==> config.mk <==
export PLATFORM = sky130hd
export DESIGN_NAME = wme_queue
export DESIGN_NICKNAME = d
export VERILOG_FILES = /design/src/sv/winsorized_mean_engine_macros.svh /design/src/sv/wme_pkg.sv /design/src/sv/wme_queue.sv
export SDC_FILE = /design/constraint.sdc
export NUM_CORES = 1
export LEC_CHECK = 0
export BUFFER_PORTS_ARGS = -buffer_cell sky130_fd_sc_hd__buf_2
export CAP_MARGIN = 15
export CORE_ASPECT_RATIO = 0.75
export CORE_MARGIN = 2
export CORE_UTILIZATION = 50
export DETAILED_ROUTE_END_ITERATION = 6
export PLACE_DENSITY = 0.77
export SETUP_SLACK_MARGIN = 0.2
export SYNTH_ARGS = -nofsm -noshare
export SYNTH_HDL_FRONTEND = slang
export SYNTH_SLANG_ARGS = --single-unit
==> constraint.sdc <==
create_clock -name clk -period 2.4 [get_ports clk]
set_clock_uncertainty 0.15 [all_clocks]
set_input_delay 0.48 -clock clk [delete_from_list [all_inputs] [get_ports clk]]
set_output_delay 0.48 -clock clk [all_outputs]
set_load 0.005 [all_outputs]
==> src/sv/winsorized_mean_engine_macros.svh <==
// ----------------------------------------------------------------------------
// Winsorized mean engine assertion macros
// Shared helpers for writing clocked checks with a synchronous reset.
// ----------------------------------------------------------------------------
`ifndef WINSORIZED_MEAN_ENGINE_MACROS_SVH
`define WINSORIZED_MEAN_ENGINE_MACROS_SVH

// Same-cycle implication, disabled during reset.
`define WME_ASSERT_NOW(lbl, ante, cons, msg) \
  lbl: assert property (@(posedge clk) disable iff (!rst_n) (ante) |-> (cons)) \
    else $error(msg);

// Next-cycle implication, disabled during reset.
`define WME_ASSERT_NEXT(lbl, ante, cons, msg) \
  lbl: assert property (@(posedge clk) disable iff (!rst_n) (ante) |=> (cons)) \
    else $error(msg);

`endif

==> src/sv/wme_pkg.sv <==
// ----------------------------------------------------------------------------
// Winsorized mean engine package
// Shared constants, register indexes and configuration types.
// ----------------------------------------------------------------------------
package wme_pkg;

  localparam int MAX_LEN_DEF     = 256;
  localparam int SAMPLE_BITS_DEF = 16;
  localparam int OUT_W           = 16;
  localparam int CFG_DATA_W      = 9;
  localparam int CFG_IDX_W       = 2;
  localparam int LEN_CFG_W       = 9;
  localparam int RANK_CFG_W      = 8;
  localparam int QUEUE_DEPTH     = 4;

  // Register indexes on the configuration port.
  localparam logic [CFG_IDX_W-1:0] REG_VECTOR_LENGTH = 2'd0;
  localparam logic [CFG_IDX_W-1:0] REG_LOW_RANK      = 2'd1;
  localparam logic [CFG_IDX_W-1:0] REG_HIGH_RANK     = 2'd2;

  // Reset values of the configuration registers.
  localparam logic [LEN_CFG_W-1:0]  VECTOR_LENGTH_RST = 9'd256;
  localparam logic [RANK_CFG_W-1:0] LOW_RANK_RST      = 8'd0;
  localparam logic [RANK_CFG_W-1:0] HIGH_RANK_RST     = 8'd255;

  typedef struct packed {
    logic [LEN_CFG_W-1:0]  vector_length;
    logic [RANK_CFG_W-1:0] low_rank;
    logic [RANK_CFG_W-1:0] high_rank;
  } wme_cfg_t;

endpackage

==> src/sv/wme_queue.sv <==
// ----------------------------------------------------------------------------
// Winsorized mean item queue
// Short FIFO that lets the front and back ends stall independently.
// ----------------------------------------------------------------------------
module wme_queue
  import wme_pkg::*;
#(
  parameter int WIDTH  = SAMPLE_BITS_DEF + 1,
  parameter int DEPTH  = QUEUE_DEPTH,
  localparam int PTR_W = $clog2(DEPTH),
  localparam int CNT_W = $clog2(DEPTH + 1)
) (
  input  logic             clk,
  input  logic             rst_n,
  input  logic             push,
  input  logic [WIDTH-1:0] push_data,
  output logic             full,
  input  logic             pop,
  output logic [WIDTH-1:0] pop_data,
  output logic             empty
);

  logic [WIDTH-1:0] mem_r [DEPTH];
  logic [PTR_W-1:0] wr_ptr_r, rd_ptr_r;
  logic [CNT_W-1:0] count_r;

  assign full     = (count_r == CNT_W'(DEPTH));
  assign empty    = (count_r == '0);
  assign pop_data = mem_r[rd_ptr_r];

  // Storage for queued requests.
  always_ff @(posedge clk) begin
    if (push) begin
      mem_r[wr_ptr_r] <= push_data;
    end
  end

  // Pointer and occupancy bookkeeping.
  always_ff @(posedge clk) begin
    if (!rst_n) begin
      wr_ptr_r <= '0;
      rd_ptr_r <= '0;
      count_r  <= '0;
    end else begin
      if (push) begin
        wr_ptr_r <= wr_ptr_r + PTR_W'(1);
      end
      if (pop) begin
        rd_ptr_r <= rd_ptr_r + PTR_W'(1);
      end
      if (push && !pop) begin
        count_r <= count_r + CNT_W'(1);
      end else if (pop && !push) begin
        count_r <= count_r - CNT_W'(1);
      end
    end
  end

endmodule

======== Yosys cells after proc, flatten, opt, wreduce, memory -nomap -nowiden ========
Memory sizes are Yosys's and may differ from the RTL's. A register that Yosys moved wholly into a read port is not among the register bits.
Cells that the tools add are included.
word-level totals
  logic and storage cells ................. 21
  register bits ........................... 7
  bits of input ports ..................... 21
  memory bits (writable) .................. 68
  memories kept ........................... 1
cells by class
  mux-type cells .......................... 6
  reduce and logical (&&, ||, !) cells .... 6
  equal/unequal tests ..................... 1
  add/subtract/negate cells ............... 4
memory list
  memory  words  width  read ports  clocked after Yosys merged registers in  wr ports  line             text
  mem_r   4      17     1           1                                        1         wme_queue.sv:23  logic [WIDTH-1:0] mem_r [DEPTH];
operators by type and width
  operator                                                             count
  3-bit two-way mux                                                    2
  2-bit by 1-bit adder with 2-bit output (second input constant)       2
  2-bit two-way mux                                                    2
  3-bit by 1-bit adder with 3-bit output (second input constant)       1
  3-bit equality test (second input constant)                          1
  3-bit logical NOT                                                    1
  3-bit by 1-bit subtractor with 3-bit output (second input constant)  1
  1-bit logical AND                                                    2
  1-bit logical NOT                                                    2
  1-bit two-way mux                                                    2
  2-bit nonzero test                                                   1

======== Logic depth before layout (Yosys ltp) ========
Gate-level depths: netlist of the first run.
  word-level depth ........................ 4
  depth in mapped cells ................... 7
  gate-level depth less buffers ........... 7

======== Worst setup path before layout of the first run ========
Ideal clock, no wire load.
  path type ............................... input-to-reg
  from .................................... input pop
  to ...................................... register count_r[2]
  slack ................................... 0.493 ns
  data required time ...................... 2.174 ns
  arrival time ............................ 1.681 ns
  buffers on the path ..................... 0
  stages on the path ...................... 7
  cell sequence ........................... inv_1 ha_1 inv_1 fa_1 xor2_1 or3_1 a21boi_0
on the way
  word-level cells in the longest chain between the ends .. 3
  elaborated cells on any way between the ends .. 5
ends and longest elaborated chain
  item                                                            line             text
  start, declared                                                 wme_queue.sv:18  input logic pop,
  1-bit logical NOT                                               wme_queue.sv:51  if (push && !pop) begin
  1-bit logical AND                                               wme_queue.sv:51
  3-bit two-way mux / 2-bit nonzero test (equally long branches)  n/a
  end signal, assigned                                            wme_queue.sv:52  count_r <= count_r + CNT_W'(1);
  end signal, assigned                                            wme_queue.sv:54  count_r <= count_r - CNT_W'(1);
  end, declared                                                   wme_queue.sv:25  logic [CNT_W-1:0] count_r;
Parallel ways exist; a longest one is shown, timed or not.
A chain may end at the register's enable or synchronous reset.

==> flow_summary.toml, run 1 <==
[sta]
fin_crit_ns = 2.22
setup_viol = 0
rsz0062_at_grt = "yes"
tightest_slew_ns = 0.409
min_period_over_period_pct = 92.6
drv_slew = 0
hold_violations = 0
setup_tns_ns = 0
slew_headroom_pct = 72.8
fmax_mhz = 450

[synthesis]
synth_nets = 159
ys_seq_area_share_pct = 75.6
yosysWarnings = 0
ys_ff_latch = 77
synth_top_area_cell = "edfxtp_1"
netlist_area_um2 = 2940
avgSynthCellArea_um2 = 22.3
syn_inst = 132
synthTopCellsByArea = "edfxtp_1 (70%), mux4_2 (7.7%), mux4_1 (6.3%), dfxtp_1 (6.1%), ha_1 (2.1%)"
synth_cell_types = 21
yosysTopAreaCellShare_pct = 69.5

[final_layout]
fin_area_um2 = 3560
final_cell_mix = "edfxtp_1 (68), buf_2 (38), mux4_2 (12)"
final_cells = 269
fin_util_pct = 62.1
area_growth_syn_to_layout_pct = 21.3
drive_above_1_share_pct = 39.8
antenna-diode-count = 0
final_common_cell = "edfxtp_1"
layout.nets = 213

[global_routing]
grt_pass1_wl_mm = 7.68
grt_start_max_net_pins = 18
antenna_found_initial = 0
grt_pass1_vias = 1520
overflow = 0
grt_usage_pct = 16.6

[detailed_routing]
wire_per_inst_um = 18.2
first_pass_iters = 4
viasPerCell = 5.16
first_iter_violations = 66
final_antenna_net_count = 0
drt-total-wl_mm = 4.90
vias = 1387
drc = 0

[floorplanning]
ios = 40
initial_core_util_pct = 51.2
core_um2 = 5740
rows = 24
die_y_um = 70.4
die_area_um2 = 6510
fp.dieW_um = 92.5

[power_and_ir_drop]
netSwitchingFraction_pct = 19.6
p_seq_share_pct = 50.4
p_per_area_nw_per_um2 = 872
pwr-share-comb_pct = 10.2
ir_worst_vdd_mv = 0.542
total_power_mw = 3.11
clkPwrFrac_pct = 39.4
p_int_mw = 2.50
leakage_nw = 1.28
total_switching_power_uw = 609

[critical_path]
reg2reg_slack_ns = 0.70
cp.required_ns = 1.77
crit_path_max_fanout = 5
r2r_end = "mem_r[2][3]"
cp.arrival_ns = 1.59
worstReg2RegStart = "wr_ptr_r[0]"
ff2ff_path_depth = 4
startpoint_type = "flip-flop"
critPathCaptureType = "primary output"
crit_type = "flip-flop to primary output"
critPathCapture = "pop_data[3]"

[hold_path]
hold_path_class = "input port to flip-flop"

[cts]
clk_pin_slew_ns = 0.07
numCtsBuffers = 9
clockRootBuffer = "clkbuf_8"
cts_buffer_depth = 2
worstSkewPairLatency_ns = 0.33
htreeDepth = 3
cts_num_sinks = 77
cts_tree = "done"

[placed_design]
place_area_um2 = 3230
dp_hpwl_mm = 3.24
portBuffers = 39
dp.cells = 251
gp_congestion = 0.697

[outcome]
status = "finished, final reports clean"

[run]
maxCapViolCount = 0
[flip-flops by register name, indices dropped and copies added, names as in the netlist, named ones only]
register,cells
wr_ptr_r,2
mem_r,68
rd_ptr_r,2
count_r,3
[cell families (layout without fill, tap and decap cells)]
group / count (synthesis) / count (layout) / share of synthesized area, %
multiplexers: 19 / 19 / 14.6
AO/OA/AOI/OAI: 2 / 2 / 0.426
flip-flops: 77 / 77 / 75.6
AND/OR/NAND/NOR: 15 / 15 / 3.11
adder cells (fa/ha/maj): 6 / 6 / 2.81
XOR/XNOR: 5 / 5 / 1.49
buffers and inverters: 8 / 67 / 1.92
[worst max-delay path, cell delays in order (launching register included)]
cell     delay [ns]
dfxtp_4        0.42
buf_12         0.13
mux4_1         0.56
buf_2          0.15
[stage by stage]
step / hold slack, ns / setup WS, ns
2_1_floorplan: 0.322 / 0.493
5_1_grt: 0.192 / 0.143
4_1_cts: 0.195 / 0.161
6_report: 0.215 / 0.177
3_3_place_gp: 0.334 / 0.336
3_5_place_dp: 0.367 / 0.230
[layout make-up]
type                       count  area [µm²]
clock buffer                   9         124
inverter                       4        15.0
fill                         403        2170
clock inverter                 7         138
multi-input combinational     47         652
sequential                    77        2230
tap                           78        97.6
timing repair buffer          47         312
[power by group through the flow]
stage	clock network [mW]	logic (mW)	registers (mW)
6_report	1.22	0.316	1.57
5_1_grt	1.30	0.346	1.57
4_1_cts	1.25	0.310	1.57
3_5_place_dp	0	0.295	1.59
3_3_place_gp	0	0.278	1.58
2_1_floorplan	0	0.180	1.58
[cell usage after synthesis]
cell      number
buf_12         1
a21boi_0       1
o21ai_0        1
mux4_1         7
mux2i_1        2
xor2_1         3
buf_6          1
nor3b_1        1
mux4_2        10
edfxtp_1      68
ha_1           5
fa_1           1
dfxtp_1        9
nor2b_1        2
and2_1         9
nor3_1         1
buf_2          2
or3_1          1
nand2_1        1
xnor2_1        2
inv_1          4
[layer usage]
metal / up-vias / global-route usage, % / wire (µm) / share of wire [%]
li1: 640 / - / - / -
met1: 704 / 18.3 / 1980 / 40
met2: 35 / 28.8 / 2570 / 52
met3: 8 / 6.26 / 248 / 5.1
met4: 0 / 6.80 / 99 / 2.0
met5: - / 0 / 0 / 0
[repair_timing]
item | in CTS | in global routing
hold buffers | 0 | 0
pin swaps | 0 | 0
resized for setup | 6 | 3
gates cloned | 1 | 1
endpoints found under the setup margin | 17 | 10
buffers inserted | 0 | 0
[worst min-delay path by stage]
stage                 start     endpoint  slack [ns]  depth (start not counted)
2_1_floorplan    count_r[2]   count_r[2]        0.32                          2
3_3_place_gp     count_r[2]   count_r[2]        0.33                          2
3_5_place_dp     count_r[2]   count_r[2]        0.37                          2
4_1_cts        push_data[0]  mem_r[2][0]        0.20                          1
5_1_grt        push_data[0]  mem_r[3][0]        0.19                          1
6_report       push_data[3]  mem_r[2][3]        0.21                          1
Power figures use the tool's default switching activity.
==> run 2, diff against run 1 <==
--- a/config.mk
+++ b/config.mk
@@ -5,9 +5,9 @@
 export SDC_FILE = /design/constraint.sdc
 export NUM_CORES = 1
 export LEC_CHECK = 0
+export ABC_CLOCK_PERIOD_IN_PS = 2400
 export BUFFER_PORTS_ARGS = -buffer_cell sky130_fd_sc_hd__buf_2
 export CAP_MARGIN = 15
-export CORE_ASPECT_RATIO = 0.75
 export CORE_MARGIN = 2
 export CORE_UTILIZATION = 50
 export DETAILED_ROUTE_END_ITERATION = 6
==> flow_summary.toml, run 2 (synthesis gave the netlist of run 1 again) <==
[outcome]
status = "finished, final reports clean"

[floorplanning]
die_y_um = 80.7
die_area_um2 = 6500
initial_core_util_pct = 52.7
rows = 27
core_um2 = 5570
fp.dieW_um = 80.7
ios = 40

[detailed_routing]
wire_per_inst_um = 17.9
final_antenna_net_count = 0
vias = 1402
drc = 0
viasPerCell = 5.33
first_iter_violations = 90
drt-total-wl_mm = 4.70
first_pass_iters = 4

[final_layout]
area_growth_syn_to_layout_pct = 15.5
largest_register = "mem_r"
layout.nets = 213
final_cell_mix = "edfxtp_1 (68), buf_2 (39), mux4_2 (16)"
drive_above_1_share_pct = 40.3
largest_register_ffs = 68
final_common_cell = "edfxtp_1"
antenna-diode-count = 0
reg_top3 = "mem_r: 68 flops, count_r: 3 flops"

[critical_path]
reg2reg_slack_ns = 0.69
cp.arrival_ns = 1.52
cp.required_ns = 1.77
critPathCaptureType = "primary output"
crit_path_max_fanout = 4
ff2ff_path_depth = 4
crit_type = "flip-flop to primary output"
startpoint_type = "flip-flop"

[sta]
setup_tns_ns = 0
drv_slew = 0
tightest_slew_ns = 0.264
setup_viol = 0
rsz0062_at_grt = "yes"
fmax_mhz = 465
hold_violations = 0
setup_ws_ns = 0.249
slew_headroom_pct = 82.4
fin_crit_ns = 2.15
min_period_over_period_pct = 89.6

[power_and_ir_drop]
clkPwrFrac_pct = 30.0
total_switching_power_uw = 594
leakage_nw = 1.21
pwr-share-comb_pct = 11.1
netSwitchingFraction_pct = 22.4
p_seq_share_pct = 58.9
p_per_area_nw_per_um2 = 782
p_int_mw = 2.06
ir_worst_vdd_mv = 0.486

[cts]
worstSkewPairLatency_ns = 0.33
hold_buffers = 0
cts_tree = "done"
cts_buffer_depth = 2
clockRootBuffer = "clkbuf_8"
clk_pin_slew_ns = 0.07
htreeDepth = 3
cts_num_sinks = 77
numCtsBuffers = 9

[global_routing]
antenna_found_initial = 0
grt_pass1_wl_mm = 7.40
grt_pass1_vias = 1488
overflow = 0
grt_usage_pct = 16.3
grt_start_max_net_pins = 18

[placed_design]
dp_hpwl_mm = 3.07
portBuffers = 39
gp_congestion = 0.671
pre_cts_slack_ns = 0.219

[run]
maxCapViolCount = 0

[hold_path]
hold_path_class = "input port to flip-flop"
hold_depth = 1
[run 2: timing repair]
action | CTS | global route
cloned | 1 | 0
pin swaps | 0 | 0
gates resized for setup | 5 | 7
setup buffers | 0 | 0
setup endpoints to repair | 7 | 16
[run 2: cell type report]
class / instances / area (µm²)
Multi-Input combinational cell: 47 / 637
Timing Repair Buffer: 47 / 267
Sequential cell: 77 / 2230
Clock inverter: 5 / 27.5
Clock buffer: 11 / 131
Fill cell: 415 / 2180
Inverter: 4 / 15.0
Tap cell: 72 / 90.1
[run 2: final timing paths]
check                               endpoint     startpoint
worst max-delay path            pop_data[10]      flip-flop
worst max register to register    count_r[2]     count_r[0]
worst min-delay path            mem_r[2][16]  push_data[16]
worst min register to register    count_r[2]     count_r[2]
[run 2: through the flow]
step	total power, mW	instance area (µm²)	cells	hold slack, ns	utilization (%)
floorplan	1.76	2940	132	0.322	-
global placement	1.87	3230	246	0.333	58.0
detailed placement	1.89	3230	246	0.379	58.0
CTS	2.67	3400	263	0.198	61.0
global route	2.77	3390	263	0.194	60.9
finish	2.65	3390	263	0.211	60.9
[run 2: power by group through the flow]
stage	Sequential [mW]	Clock (mW)	Combinational (mW)
5_1_grt	1.57	0.868	0.332
3_3_place_gp	1.58	0	0.282
6_report	1.56	0.796	0.296
2_1_floorplan	1.58	0	0.180
4_1_cts	1.56	0.811	0.299
3_5_place_dp	1.59	0	0.295
[run 2: worst max-delay path: stages, from the launching register on]
cell      delay, ns
dfxtp_4        0.37
clkbuf_4       0.18
mux4_2         0.50
buf_2          0.15
[run 2: per-layer routing]
layer	share of wire [%]	routed length [µm]	vias up	GRT usage, %
met2	53	2470	40	27.2
met3	4.0	190	9	3.37
met4	1.9	89	0	8.64
met5	0	0	-	0
met1	41	1950	717	20.2
li1	-	-	636	-
