===== src/sv/winsorized_mean_engine_macros.svh =====
// ----------------------------------------------------------------------------
// Winsorized mean engine assertion macros
// Shared helpers for writing clocked checks with a synchronous reset.
// ----------------------------------------------------------------------------
`ifndef WINSORIZED_MEAN_ENGINE_MACROS_SVH
`define WINSORIZED_MEAN_ENGINE_MACROS_SVH

// Same-cycle implication, disabled during reset.
`define WME_ASSERT_NOW(lbl, ante, cons, msg) \
  lbl: assert property (@(posedge clk) disable iff (!rst_n) (ante) |-> (cons)) \
    else $error(msg);

// Next-cycle implication, disabled during reset.
`define WME_ASSERT_NEXT(lbl, ante, cons, msg) \
  lbl: assert property (@(posedge clk) disable iff (!rst_n) (ante) |=> (cons)) \
    else $error(msg);

`endif


===== src/sv/wme_pkg.sv =====
// ----------------------------------------------------------------------------
// Winsorized mean engine package
// Shared constants, register indexes and configuration types.
// ----------------------------------------------------------------------------
package wme_pkg;

  localparam int MAX_LEN_DEF     = 256;
  localparam int SAMPLE_BITS_DEF = 16;
  localparam int OUT_W           = 16;
  localparam int CFG_DATA_W      = 9;
  localparam int CFG_IDX_W       = 2;
  localparam int LEN_CFG_W       = 9;
  localparam int RANK_CFG_W      = 8;
  localparam int QUEUE_DEPTH     = 4;

  // Register indexes on the configuration port.
  localparam logic [CFG_IDX_W-1:0] REG_VECTOR_LENGTH = 2'd0;
  localparam logic [CFG_IDX_W-1:0] REG_LOW_RANK      = 2'd1;
  localparam logic [CFG_IDX_W-1:0] REG_HIGH_RANK     = 2'd2;

  // Reset values of the configuration registers.
  localparam logic [LEN_CFG_W-1:0]  VECTOR_LENGTH_RST = 9'd256;
  localparam logic [RANK_CFG_W-1:0] LOW_RANK_RST      = 8'd0;
  localparam logic [RANK_CFG_W-1:0] HIGH_RANK_RST     = 8'd255;

  typedef struct packed {
    logic [LEN_CFG_W-1:0]  vector_length;
    logic [RANK_CFG_W-1:0] low_rank;
    logic [RANK_CFG_W-1:0] high_rank;
  } wme_cfg_t;

endpackage


===== src/sv/wme_front.sv =====
// ----------------------------------------------------------------------------
// Winsorized mean front end
// Accepts samples, tracks the position in the vector and marks the last one.
// ----------------------------------------------------------------------------
module wme_front
  import wme_pkg::*;
#(
  parameter int MAX_LEN     = MAX_LEN_DEF,
  parameter int SAMPLE_BITS = SAMPLE_BITS_DEF,
  localparam int LEN_W      = $clog2(MAX_LEN + 1)
) (
  input  logic                          clk,
  input  logic                          rst_n,
  input  logic                          fill_clear,
  input  logic [LEN_W-1:0]              len_eff,
  input  logic                          in_valid,
  output logic                          in_stall,
  input  logic signed [SAMPLE_BITS-1:0] in_sample,
  input  logic                          q_full,
  output logic                          q_push,
  output logic [SAMPLE_BITS:0]          q_data
);

  logic [LEN_W-1:0] fill_r, fill_nxt;
  logic [LEN_W-1:0] base;
  logic [LEN_W-1:0] pos;
  logic             last;

  // Stall whenever the queue towards the back end is full.
  assign in_stall = q_full;
  assign q_push   = in_valid && !q_full;

  // A sample is the last of its vector once the fill reaches the length.
  always_comb begin
    base     = (fill_r >= len_eff) ? '0 : fill_r;
    pos      = base + LEN_W'(1);
    last     = (pos >= len_eff);
    fill_nxt = fill_r;
    if (q_push) begin
      fill_nxt = last ? '0 : pos;
    end
  end

  assign q_data = {last, in_sample};

  always_ff @(posedge clk) begin
    if (!rst_n || fill_clear) begin
      fill_r <= '0;
    end else begin
      fill_r <= fill_nxt;
    end
  end

endmodule


===== config.mk =====
export PLATFORM = sky130hd
export DESIGN_NAME = wme_front
export DESIGN_NICKNAME = d
export VERILOG_FILES = /design/src/sv/winsorized_mean_engine_macros.svh /design/src/sv/wme_pkg.sv /design/src/sv/wme_front.sv
export SDC_FILE = /design/constraint.sdc
export NUM_CORES = 1
export LEC_CHECK = 0
export BUFFER_PORTS_ARGS = -buffer_cell sky130_fd_sc_hd__buf_2
export CAP_MARGIN = 5
export CORE_MARGIN = 4
export CORE_UTILIZATION = 48
export DETAILED_ROUTE_END_ITERATION = 10
export PLACE_DENSITY = 0.89
export REMOVE_ABC_BUFFERS = 1
export SLEW_MARGIN = 15
export SYNTH_ARGS = -nofsm -noshare
export SYNTH_HDL_FRONTEND = slang
export SYNTH_SLANG_ARGS = --single-unit

===== constraint.sdc =====
create_clock -name clk -period 6.2 [get_ports clk]
set_input_delay 0.31 -clock clk [delete_from_list [all_inputs] [get_ports clk]]
set_output_delay 0.31 -clock clk [all_outputs]
set_load 0.01 [all_outputs]

==> Word-level counts from Yosys, hierarchy flattened <==
Cells that the tools add are included.
{ "op_classes": {"add_sub_neg": 1, "n_lt_le_gt_ge": 2, "n_mux": 2, "reduce_logical": 4} }
{ "op_table": {"columns": ["op", "count"], "rows": [
  ["$ge A9 B9 Y1", 2],
  ["$mux W9", 2],
  ["$add A9 B1 Y9 const B", 1],
  ["$logic_not A1 Y1", 2],
  ["$logic_and A1 B1 Y1", 1],
  ["$logic_or A1 B1 Y1", 1]
]} }
{ "totals": {"regBits": 9, "in_bits": 30, "wordCells": 10} }

==> Longest topological paths before layout <==
Gate-level depths: netlist of run 1.
{ "logic_depth": {"depth_word": 5, "depth_mapped": 22, "depth_no_buf": 20} }

==> Worst setup path after synthesis of run 1 <==
Ideal clock, no wire load.
{ "synth_path": {"path_kind": "input-to-reg", "from": "input port len_eff[6]", "to": "register fill_r[2]", "setup_ps": 96, "arrival_time_ps": 4268, "required_ps": 6104, "setup_slack_ps": 1836, "stages": 22, "path_buffers": 2, "path_cell_list": "inv_1 -> ha_1 -> a21o_1 -> a21o_1 -> a221o_1 -> or2_1 -> buf_6 -> nor2_1 -> ha_1 -> nand3_1 -> nor2_1 -> nand3_1 -> or2_2 -> a21oi_1 -> ha_1 -> a211oi_1 -> o21a_1 -> o21ai_0 -> and2_1 -> buf_2 -> o41a_1 -> o41ai_2"} }
{ "synth_between": {"elab_chain_cells": 5} }
{ "synth_lines": {"columns": ["element", "line", "rtl"], "rows": [
  ["start, declared", "wme_front.sv:15", "input logic [LEN_W-1:0] len_eff,"],
  ["$ge A9 B9 Y1", "wme_front.sv:35", "base = (fill_r >= len_eff) ? '0 : fill_r;"],
  ["$mux W9", "wme_front.sv:35", null],
  ["$add A9 B1 Y9", "wme_front.sv:36", "pos = base + LEN_W'(1);"],
  ["$ge A9 B9 Y1 (*)", "wme_front.sv:37", "last = (pos >= len_eff);"],
  ["net last", "wme_front.sv:27", "logic last;"],
  ["$mux W9 (*)", "wme_front.sv:40", "fill_nxt = last ? '0 : pos;"],
  ["end signal, assigned", "wme_front.sv:50", "fill_r <= fill_nxt;"],
  ["end, declared", "wme_front.sv:24", "logic [LEN_W-1:0] fill_r, fill_nxt;"]
]} }
Mark *: on every way through the listed nets, which the timed path passes. The rest lies on a longest branch.
A chain may end at the register's enable or synchronous reset.

==> Worst setup path in the final report of run 1 <==
{ "layout_path": {"from": "register fill_r[6]", "to": "register fill_r[8]"} }
{ "layout_between": {"elab_chain_cells": 5} }
{ "layout_lines": {"columns": ["element", "line"], "rows": [
  ["$ge A9 B9 Y1", "wme_front.sv:35"],
  ["$mux W9 (*)", "wme_front.sv:35"],
  ["$add A9 B1 Y9 (*)", "wme_front.sv:36"],
  ["$ge A9 B9 Y1", "wme_front.sv:37"],
  ["$mux W9 (*)", "wme_front.sv:40"]
]} }
Every way passes the cells marked *; elsewhere a longest branch is shown, timed or not.

==> qor.txt, run 1 <==
Status -> finished, final reports clean
Post-CTS Resized -> 0
# nets final -> 196
CTS max path bufs -> 2
Largest fanout on the critical path -> 11
Flops & latches, synth -> 9
Reg with most FFs -> fill_r
CTS buffer count -> 3
Area leader, netlist -> ha_1
Top Ports -> 49
Yosys warns -> 0
Die Span Y -> 56.9 um
Most common cell after layout, fill and taps aside -> ha_1
H-tree lvl count -> 1
Starting DRT DRC Count -> 22
Top flop regs -> fill_r: 9 flops
Critical Path RT -> 6400 ps
Clock transition at the registers of the reported paths -> 60 ps
GP Congestion -> 0.912
First-pass detailed-route iteration total -> 4
Top area cells in the synthesized netlist -> ha_1 21%, dfxtp_1 16%, buf_4 12%, a21oi_1 4.4%, inv_1 4.3%
Diode count -> 0
Post-layout util -> 50.9%
Fin crit period -> 5110 ps
Setup TNS -> 0 ps
Core area -> 2230 um2
Worst-Margin Slew -> 551 ps
HP Class -> primary input to flop
Routed len/inst -> 15.9 um
Clk root buf -> clkbuf_4
Worst setup SP type -> flop
WL final -> 2.77 mm
Final Skew -> 0.938 ps
Clock tree sinks -> 9
Peak supply drop -> 0.000165 V
Row count -> 17
Switching power total -> 0.0000309 W
Yosys top cell area share -> 20.7%
Worst slew margin -> 62.3%
DRC violations left -> 0
Register share of total power -> 47.5%
CTS Hold Bufs -> 0
Starting Density -> 51.4%
Via density -> 6.02
Endpoint class of the critical path -> flop
Worst EP arrival -> 5310 ps
Synth Instances -> 146
Fmax -> 196 MHz
Leakage -> 0.568 nW
Layout Cells excl Fill -> 174
Area Overhead vs Synth -> -0.872%
Setup bufs post-CTS -> 0
Clock latency at the later pin of the worst-skew pair -> 250 ps
Sw frac -> 25.2%
Number of flip-flops in the largest register -> 9
Unrepaired setup endpoints after global routing -> false
Register area share after synthesis -> 15.7%
Number of global-route vias before repair -> 1,037
Combinational cell fraction of total power -> 17.0%
Via count -> 1,048
CTS tree -> yes
Overall Global Routing Usage -> 17.4%
Post-route ant nets -> 0
Final Max Slew Viols -> 0
Clock share of power -> 35.4%
Die width -> 56.9 um
Final Hold Viols -> 0
Distinct cells, synth -> 34
Internal power -> 0.0000921 W
# placed instances -> 170
Endpoints failing setup -> 0
P per Cell Area -> 108 nW/um2
Total gr overflow -> 0
Largest net degree at the start of global routing -> 12
Crit path kind -> flop to flop
Mapped Area -> 1150 um2
Share of layout cells above drive strength 1 -> 18.5%
I/O Buffers -> 16
Die Footprint -> 3240 um2
DP HPWL -> 2.26 mm
Avg Synthesized Cell Area -> 7.86 um2
Fin crit share -> 82.4%
Number of max-cap violations -> 0
Initial antenna violation count -> 0
Commonest cells after routing, fill and taps aside -> 19 x ha_1, 16 x buf_2, 13 x inv_1, 13 x nand2_1, 10 x a21oi_1
First-pass GRT wire length -> 4.48 mm
==> power by group through the flow <==
stage          clock network [W]  logic (W)  registers [W]
6_report               0.0000436  0.0000209      0.0000585
5_1_grt                0.0000498  0.0000242      0.0000584
4_1_cts                0.0000457  0.0000209      0.0000584
3_5_place_dp                   0  0.0000207      0.0000597
3_3_place_gp                   0  0.0000194      0.0000597
2_1_floorplan                  0  0.0000123      0.0000596
==> worst paths after layout <==
check | slack (ps) | from | end | cells past startpoint
setup / recovery | 1090 | fill_r[6]$_SDFFE_PP0P_ | fill_r[8]$_SDFFE_PP0P_ | 19
hold / removal | 420 | in_valid | fill_r[0]$_SDFFE_PP0P_ | 4
setup reg to reg | 1090 | fill_r[6]$_SDFFE_PP0P_ | fill_r[8]$_SDFFE_PP0P_ | 19
hold reg to reg | 530 | fill_r[0]$_SDFFE_PP0P_ | fill_r[0]$_SDFFE_PP0P_ | 2
==> synthesized netlist by cell type <==
cell and count:
a221o_1 1, o21ai_0 7, a211o_1 1, dfxtp_1 9
a2111oi_2 3, and4_1 1, or2_1 1, o21a_1 1
a211oi_1 3, and3_1 1, nand2_1 13, and2_1 2
buf_4 18, a21o_1 6, nand4_1 1, o22ai_1 2
or2_2 3, or3_1 2, buf_6 1, ha_1 19
o41ai_2 1, nor2_1 6, o41a_1 1, a2bb2oi_1 1
a2111oi_0 1, a31oi_1 2, xnor2_1 2, a21oi_1 10
nand3_1 5, nor2b_1 1, buf_2 1, nor2_2 1
nand2b_1 6, inv_1 13
==> worst max-delay path: stages (launching register included) <==
cell and delay, ps:
dfxtp_1 430, ha_1 290, a21o_1 160, a21o_1 180, a221o_1 370, or2_1 380, nor2_1 210, ha_1 280
nand3_1 220, nor2_1 170, nand3_1 90, or2_2 300, a21oi_1 150, ha_1 250, a211oi_1 300, o21a_1 160
o21ai_0 100, and2_1 310, a2111oi_0 580, a21o_1 140
==> routing by layer <==
metal | GRT usage (%) | part of all wire [%] | vias to the layer above | wire length (um)
li1 | - | - | 507 | -
met1 | 19.0 | 40 | 474 | 1100
met2 | 28.5 | 48 | 65 | 1340
met3 | 10.8 | 11 | 2 | 316
met4 | 3.31 | 0.51 | 0 | 14
met5 | 0 | 0 | - | 0
==> stage by stage <==
stage          hold slack, ps  cell area, um2  setup WS [ps]  total power (W)
3_5_place_dp              508            1110           1130        0.0000804
5_1_grt                   458            1140            840         0.000132
4_1_cts                   414            1140           1140         0.000125
6_report                  424            1140           1090         0.000123
2_1_floorplan             468             996           1830        0.0000719
3_3_place_gp              498            1110           1380        0.0000791
==> kinds of logic after synthesis <==
logic type | after synthesis | share of synthesized area, %
buf+inv | 33 | 17.4
compound gates | 40 | 25.6
flops | 9 | 15.7
xor+xnor | 2 | 1.53
fa+ha+maj | 19 | 20.7
simple gates | 43 | 19.0
==> cell type report <==
class | instances | area [um2]
clock buffer | 4 | 26.3
timing repair buffer | 16 | 80.1
multi-input combinational | 104 | 767
tap | 28 | 35.0
fill | 234 | 1100
inverter | 13 | 48.8
sequential | 9 | 180
(Power assumes the default switching activity.)
==> run 2, diff against run 1 <==
--- a/config.mk
+++ b/config.mk
@@ -5,10 +5,11 @@
 export SDC_FILE = /design/constraint.sdc
 export NUM_CORES = 1
 export LEC_CHECK = 0
+export ABC_AREA = 1
 export BUFFER_PORTS_ARGS = -buffer_cell sky130_fd_sc_hd__buf_2
 export CAP_MARGIN = 5
 export CORE_MARGIN = 4
-export CORE_UTILIZATION = 48
+export CORE_UTILIZATION = 49
 export DETAILED_ROUTE_END_ITERATION = 10
 export PLACE_DENSITY = 0.89
 export REMOVE_ABC_BUFFERS = 1
==> constraint.sdc (replaced) <==
create_clock -name clk -period 5.2 [get_ports clk]
set_input_delay 0.26 -clock clk [delete_from_list [all_inputs] [get_ports clk]]
set_output_delay 0.26 -clock clk [all_outputs]
set_load 0.01 [all_outputs]
==> run 2 against run 1 <==
Cell area grew 13%. Wire length down 3.1%. Clock-buffer cell count is the same. Via count rose by 9.0%. Cell count is 24% higher. First-iteration DRC count rose by 50%. Critical path depth rose by 1. Clock skew increased by 0.68 ps. Setup slack improved by 49 ps. Largest cell class unchanged.
==> qor.txt, run 2 <==
Status -> finished, final reports clean
Final Max Slew Viols -> 0
Yosys top cell area share -> 18.6%
First-pass detailed-route iteration total -> 4
DRC violations left -> 0
Top Ports -> 49
Mapped Area -> 1280 um2
Clock tree sinks -> 9
Number of max-cap violations -> 0
Most common cell in the netlist -> nand2_1
Crit path kind -> flop to output port
Worst slew margin -> 41.9%
Worst setup SP type -> flop
Commonest cells after routing, fill and taps aside -> 29 x nand2_1, 28 x inv_1, 19 x ha_1
HP Class -> primary input to flop
Fin crit share -> 78.1%
Flops & latches, synth -> 9
Setup TNS -> 0 ps
CTS Hold Bufs -> 0
Largest fanout on the critical path -> 10
Combinational cell fraction of total power -> 25.5%
Via count -> 1,142
# nets final -> 235
Die width -> 59.1 um
Internal power -> 0.000117 W
Row count -> 18
Post-CTS Resized -> 0
First-pass GRT wire length -> 4.28 mm
Leakage -> 0.658 nW
Largest net degree at the start of global routing -> 17
CTS max path bufs -> 2
Post-route ant nets -> 0
GP Congestion -> 0.861
Top area cells in the synthesized netlist -> ha_1 19%, dfxtp_1 14%, buf_4 11%, nand2_1 8.5%, inv_1 8.2%
Via density -> 5.31
Initial antenna violation count -> 0
Worst-Margin Slew -> 868 ps
Distinct cells, synth -> 32
Starting Density -> 51.6%
Number of flip-flops in the largest register -> 9
Clk root buf -> clkbuf_4
CTS tree -> yes
Setup bufs post-CTS -> 0
Starting DRT DRC Count -> 33
Area leader, netlist -> ha_1
Final Hold Viols -> 0
Most common cell after layout, fill and taps aside -> nand2_1
Worst EP arrival -> 3800 ps
Top flop regs -> fill_r: 9 flops
Final Skew -> 1.62 ps
WL final -> 2.68 mm
Async S/R FF share, synth -> 0%
Post-synth EDFFs -> 0
Endpoint class of the critical path -> output port
Fin crit period -> 4060 ps
Core area -> 2480 um2
Total power -> 0.000167 W
Synth Instances -> 184
Clock latency at the later pin of the worst-skew pair -> 250 ps
Clock transition at the registers of the reported paths -> 60 ps
Clock share of power -> 31.2%
Sw frac -> 29.9%
Endpoints failing setup -> 0
Overall Global Routing Usage -> 15.9%
Reg with most FFs -> fill_r
Critical Path RT -> 4940 ps
Share of layout cells above drive strength 1 -> 18.9%
Top cells by count, synth -> 29 x nand2_1, 28 x inv_1, 19 x ha_1
H-tree lvl count -> 1
I/O Buffers -> 16
Peak supply drop -> 0.000122 V
Number of global-route vias before repair -> 1,004
Register share of total power -> 43.3%
Yosys warns -> 0
Total gr overflow -> 0
P per Cell Area -> 130 nW/um2
Die Span Y -> 59.1 um
Diode count -> 0
Area Overhead vs Synth -> 0.391%
Minimum hold slack -> 333 ps
CTS buffer count -> 3
Synth Flop Type -> dfxtp_1
Register area share after synthesis -> 14.1%
Switching power total -> 0.0000499 W
Unrepaired setup endpoints after global routing -> false
Die Footprint -> 3490 um2
Avg Synthesized Cell Area -> 6.95 um2
DP HPWL -> 2.28 mm
Fmax -> 246 MHz
Routed len/inst -> 12.5 um
## run 2: path summary, 6_finish.rpt
check / from / endpoint / slack, ps / cells past startpoint
setup / recovery: fill_r[2]$_SDFFE_PP0P_ / q_data[16] / 1140 / 20
hold / removal: fill_clear / fill_r[6]$_SDFFE_PP0P_ / 330 / 4
setup reg to reg: fill_r[2]$_SDFFE_PP0P_ / fill_r[4]$_SDFFE_PP0P_ / 1510 / 20
hold reg to reg: fill_r[0]$_SDFFE_PP0P_ / fill_r[0]$_SDFFE_PP0P_ / 480 / 2
## run 2: final cells by class
cell class	count	area, um2
fill	255	1190
multi-input combinational	126	846
sequential	9	180
inverter	30	114
timing repair buffer	16	80.1
tap	30	37.5
clock buffer	4	26.3
## run 2: critical path, cell delays in order, from the launching register on
cell and delay, ps:
dfxtp_1 450, ha_1 290, nand2_1 60, nand2_1 40, nand2_1 60, nand3_2 90, nand2_4 130, nand2_2 110
nor2_1 190, ha_1 270, nand4_4 140, nor2_4 150, nand3_1 110, and2_1 180, ha_1 330, a21oi_1 160
o21a_1 130, o211ai_1 120, a21oi_4 280, inv_1 80, buf_2 140
## run 2: cells by family after synthesis
logic type / after synthesis / share of synthesized area, %
fa+ha+maj: 19 / 18.6
flops: 9 / 14.1
simple gates: 77 / 32.6
compound gates: 30 / 15.0
buf+inv: 49 / 19.8
## run 2: power groups by stage
stage / Combinational [W] / Clock [W] / Sequential [W]
after CTS: 0.0000427 / 0.0000561 / 0.0000721
after global placement: 0.0000413 / 0 / 0.0000736
after detailed placement: 0.0000424 / 0 / 0.0000736
after global routing: 0.0000487 / 0.0000568 / 0.0000722
final: 0.0000425 / 0.0000520 / 0.0000722
after floorplan: 0.0000297 / 0 / 0.0000730
## run 2: through the flow
stage | util [%] | cells | setup slack (ps) | instance area (um2)
floorplan | - | 165 | 1880 | 1140
global placement | 50.8 | 211 | 1550 | 1260
detailed placement | 50.8 | 211 | 1390 | 1260
CTS | 51.8 | 215 | 1120 | 1280
global route | 51.8 | 215 | 837 | 1280
finish | 51.8 | 215 | 1140 | 1280
## run 2: per-layer routing
layer  part of all wire [%]  track usage [%]  up-vias
li1                       -                -      599
met1                     42             20.4      486
met2                     45             23.8       55
met3                     13             6.75        2
met4                   0.45             5.50        0
met5                      0                0        -
==> run 3, diff against run 2 <==
--- a/config.mk
+++ b/config.mk
@@ -5,11 +5,11 @@
 export SDC_FILE = /design/constraint.sdc
 export NUM_CORES = 1
 export LEC_CHECK = 0
-export ABC_AREA = 1
+export ABC_AREA = 0
 export BUFFER_PORTS_ARGS = -buffer_cell sky130_fd_sc_hd__buf_2
 export CAP_MARGIN = 5
 export CORE_MARGIN = 4
-export CORE_UTILIZATION = 49
+export CORE_UTILIZATION = 48
 export DETAILED_ROUTE_END_ITERATION = 10
 export PLACE_DENSITY = 0.89
 export REMOVE_ABC_BUFFERS = 1
==> constraint.sdc (replaced) <==
create_clock -name clk -period 3.99 [get_ports clk]
set_input_delay 0.1995 -clock clk [delete_from_list [all_inputs] [get_ports clk]]
set_output_delay 0.1995 -clock clk [all_outputs]
set_load 0.01 [all_outputs]
==> run 3 against run 2 <==
The flow now finishes with violations (setup timing). Clock skew up 19 ps. Clock-buffer cell count unchanged. Combinational power about the same. Core utilization up 15 points. Highest routed layer unchanged.
==> qor.txt, run 3 (synthesized netlist as in run 1, its figures left out) <==
Starting Density -> 51.4%
# placed instances -> 195
Number of max-cap violations -> 0
Crit path kind -> flop to output port
WL final -> 3.50 mm
Total power -> 0.000215 W
# nets final -> 228
Sequence of cells on the critical path -> ha_4 -> a21o_1 -> a21o_1 -> a221o_1 -> or2_1 -> nor2_2 -> ha_2 -> nand3_2 -> buf_6 -> or3_4 -> a21oi_2 -> ha_1 -> and4_1 -> o21ai_0 -> o21ai_2 -> and2_4 -> buf_6 -> buf_6
Worst slew margin -> 63.2%
Layout Cells excl Fill -> 206
Final Skew -> 20.3 ps
Peak supply drop -> 0.000116 V
Clock transition at the registers of the reported paths -> 90 ps
Row count -> 17
Number of global-route vias before repair -> 1,239
Diode count -> 0
CTS max path bufs -> 2
RR Endpoint -> fill_r[2]$_SDFFE_PP0P_
Core area -> 2230 um2
Endpoints failing setup -> 2
CTS buffer count -> 3
Slowest CP cell -> or3_4
Violated checks -> setup timing
Die Span Y -> 56.9 um
Most common cell after layout, fill and taps aside -> buf_4
Crit. Startpoint -> fill_r[6]$_SDFFE_PP0P_
Clock latency at the later pin of the worst-skew pair -> 280 ps
Routed len/inst -> 17.0 um
Largest net degree at the start of global routing -> 11
Share of layout cells above drive strength 1 -> 42.1%
Via count -> 1,222
Worst EP arrival -> 3830 ps
Largest fanout on the critical path -> 5
Clk root buf -> clkbuf_4
Critical Path RT -> 3790 ps
I/O Buffers -> 16
DP HPWL -> 2.61 mm
Top Ports -> 49
H-tree lvl count -> 1
Worst Setup EP -> q_data[16]
HP Class -> primary input to flop
First-pass GRT wire length -> 5.51 mm
Overall Global Routing Usage -> 21.8%
Reg2Reg Depth -> 19
Worst setup SP type -> flop
Fin area -> 1490 um2
Endpoint class of the critical path -> output port
Total gr overflow -> 0
Status -> complete, but fails checks
Reg with most FFs -> fill_r
P per Cell Area -> 144 nW/um2
FF-to-FF Start -> fill_r[6]$_SDFFE_PP0P_
Post-route ant nets -> 0
Area post-placement -> 1300 um2
Number of flip-flops in the largest register -> 9
Final Max Slew Viols -> 0
Commonest cells after routing, fill and taps aside -> 28 x buf_4, 16 x ha_1, 15 x buf_2
DRC violations left -> 0
Starting DRT DRC Count -> 47
Via density -> 5.93
Critical Path Most Common Cell -> buf_6
Max stage delay on crit path -> 370 ps
Leakage -> 0.738 nW
Area Overhead vs Synth -> 30.1%
Fin crit share -> 101%
Clock tree sinks -> 9
Worst Setup Slack, final -> -34.6 ps
Initial antenna violation count -> 0
Die width -> 56.9 um
Fmax -> 248 MHz
First-pass detailed-route iteration total -> 4
Worst-Margin Slew -> 550 ps
Die Footprint -> 3240 um2
Fin crit period -> 4020 ps
CTS tree -> yes
Final Hold Viols -> 0
Filler Cells Inserted -> 195
Top flop regs -> fill_r: 9 flops
GP Congestion -> 0.922
Unrepaired setup endpoints after global routing -> true
Flop2flop setup slack -> -10 ps
[run 3: power breakdown]
part           switching, W  internal [W]
combinational     0.0000222     0.0000206
clock             0.0000435     0.0000387
sequential      0.000000232     0.0000902
total             0.0000658      0.000150
[run 3: per-layer routing]
layer	routed length, um	vias to the layer above	track usage (%)
met1	1350	559	23.3
met2	1650	76	37.0
met4	136	0	8.94
met3	370	18	9.43
met5	0	-	0
li1	-	569	-
[run 3: cell type report]
| cell class | count | area (um2) | share of cell area (%) |
|---|---|---|---|
| Multi-Input combinational cell | 104 | 858 | 57.5 |
| Tap cell | 28 | 35.0 | 2.35 |
| Clock buffer | 4 | 26.3 | 1.76 |
| Timing Repair Buffer | 48 | 342 | 22.9 |
| Sequential cell | 9 | 183 | 12.2 |
| Inverter | 13 | 48.8 | 3.27 |
[run 3: how the worst min path moves through the flow]
stage | depth (start not counted) | to | start
after floorplan | 0 | in_stall | q_full
after global placement | 0 | q_data[0] | in_sample[0]
after detailed placement | 0 | q_data[0] | in_sample[0]
after CTS | 4 | fill_r[0]$_SDFFE_PP0P_ | in_valid
after global routing | 4 | fill_r[0]$_SDFFE_PP0P_ | in_valid
final | 4 | fill_r[0]$_SDFFE_PP0P_ | in_valid
[run 3: critical path, delay by kind of cell, from the launching register on]
family	cells	cell delay, ps
DFF	1	360
and+or+nand+nor	6	1190
adders and majority gates	3	640
buffers and inverters	3	360
AOI/OAI and AO/OA	6	1000
[run 3: metrics by stage]
step | TNS (ps) | setup slack [ps] | utilization [%] | hold slack (ps)
floorplan | -1920 | -361 | - | 399
global placement | -646 | -137 | 58.2 | 399
detailed placement | -2620 | -337 | 58.2 | 399
CTS | -1.71 | -1.71 | 63.8 | 325
global route | -886 | -156 | 66.8 | 377
finish | -42.0 | -34.6 | 66.8 | 333
[run 3: what timing repair did]
action / in CTS / in global routing
resized for setup: 17 / 11
hold buffers: 0 / 0
pin swaps: 15 / 6
endpoints found under the setup margin: 10 / 10
buffers inserted: 5 / 2
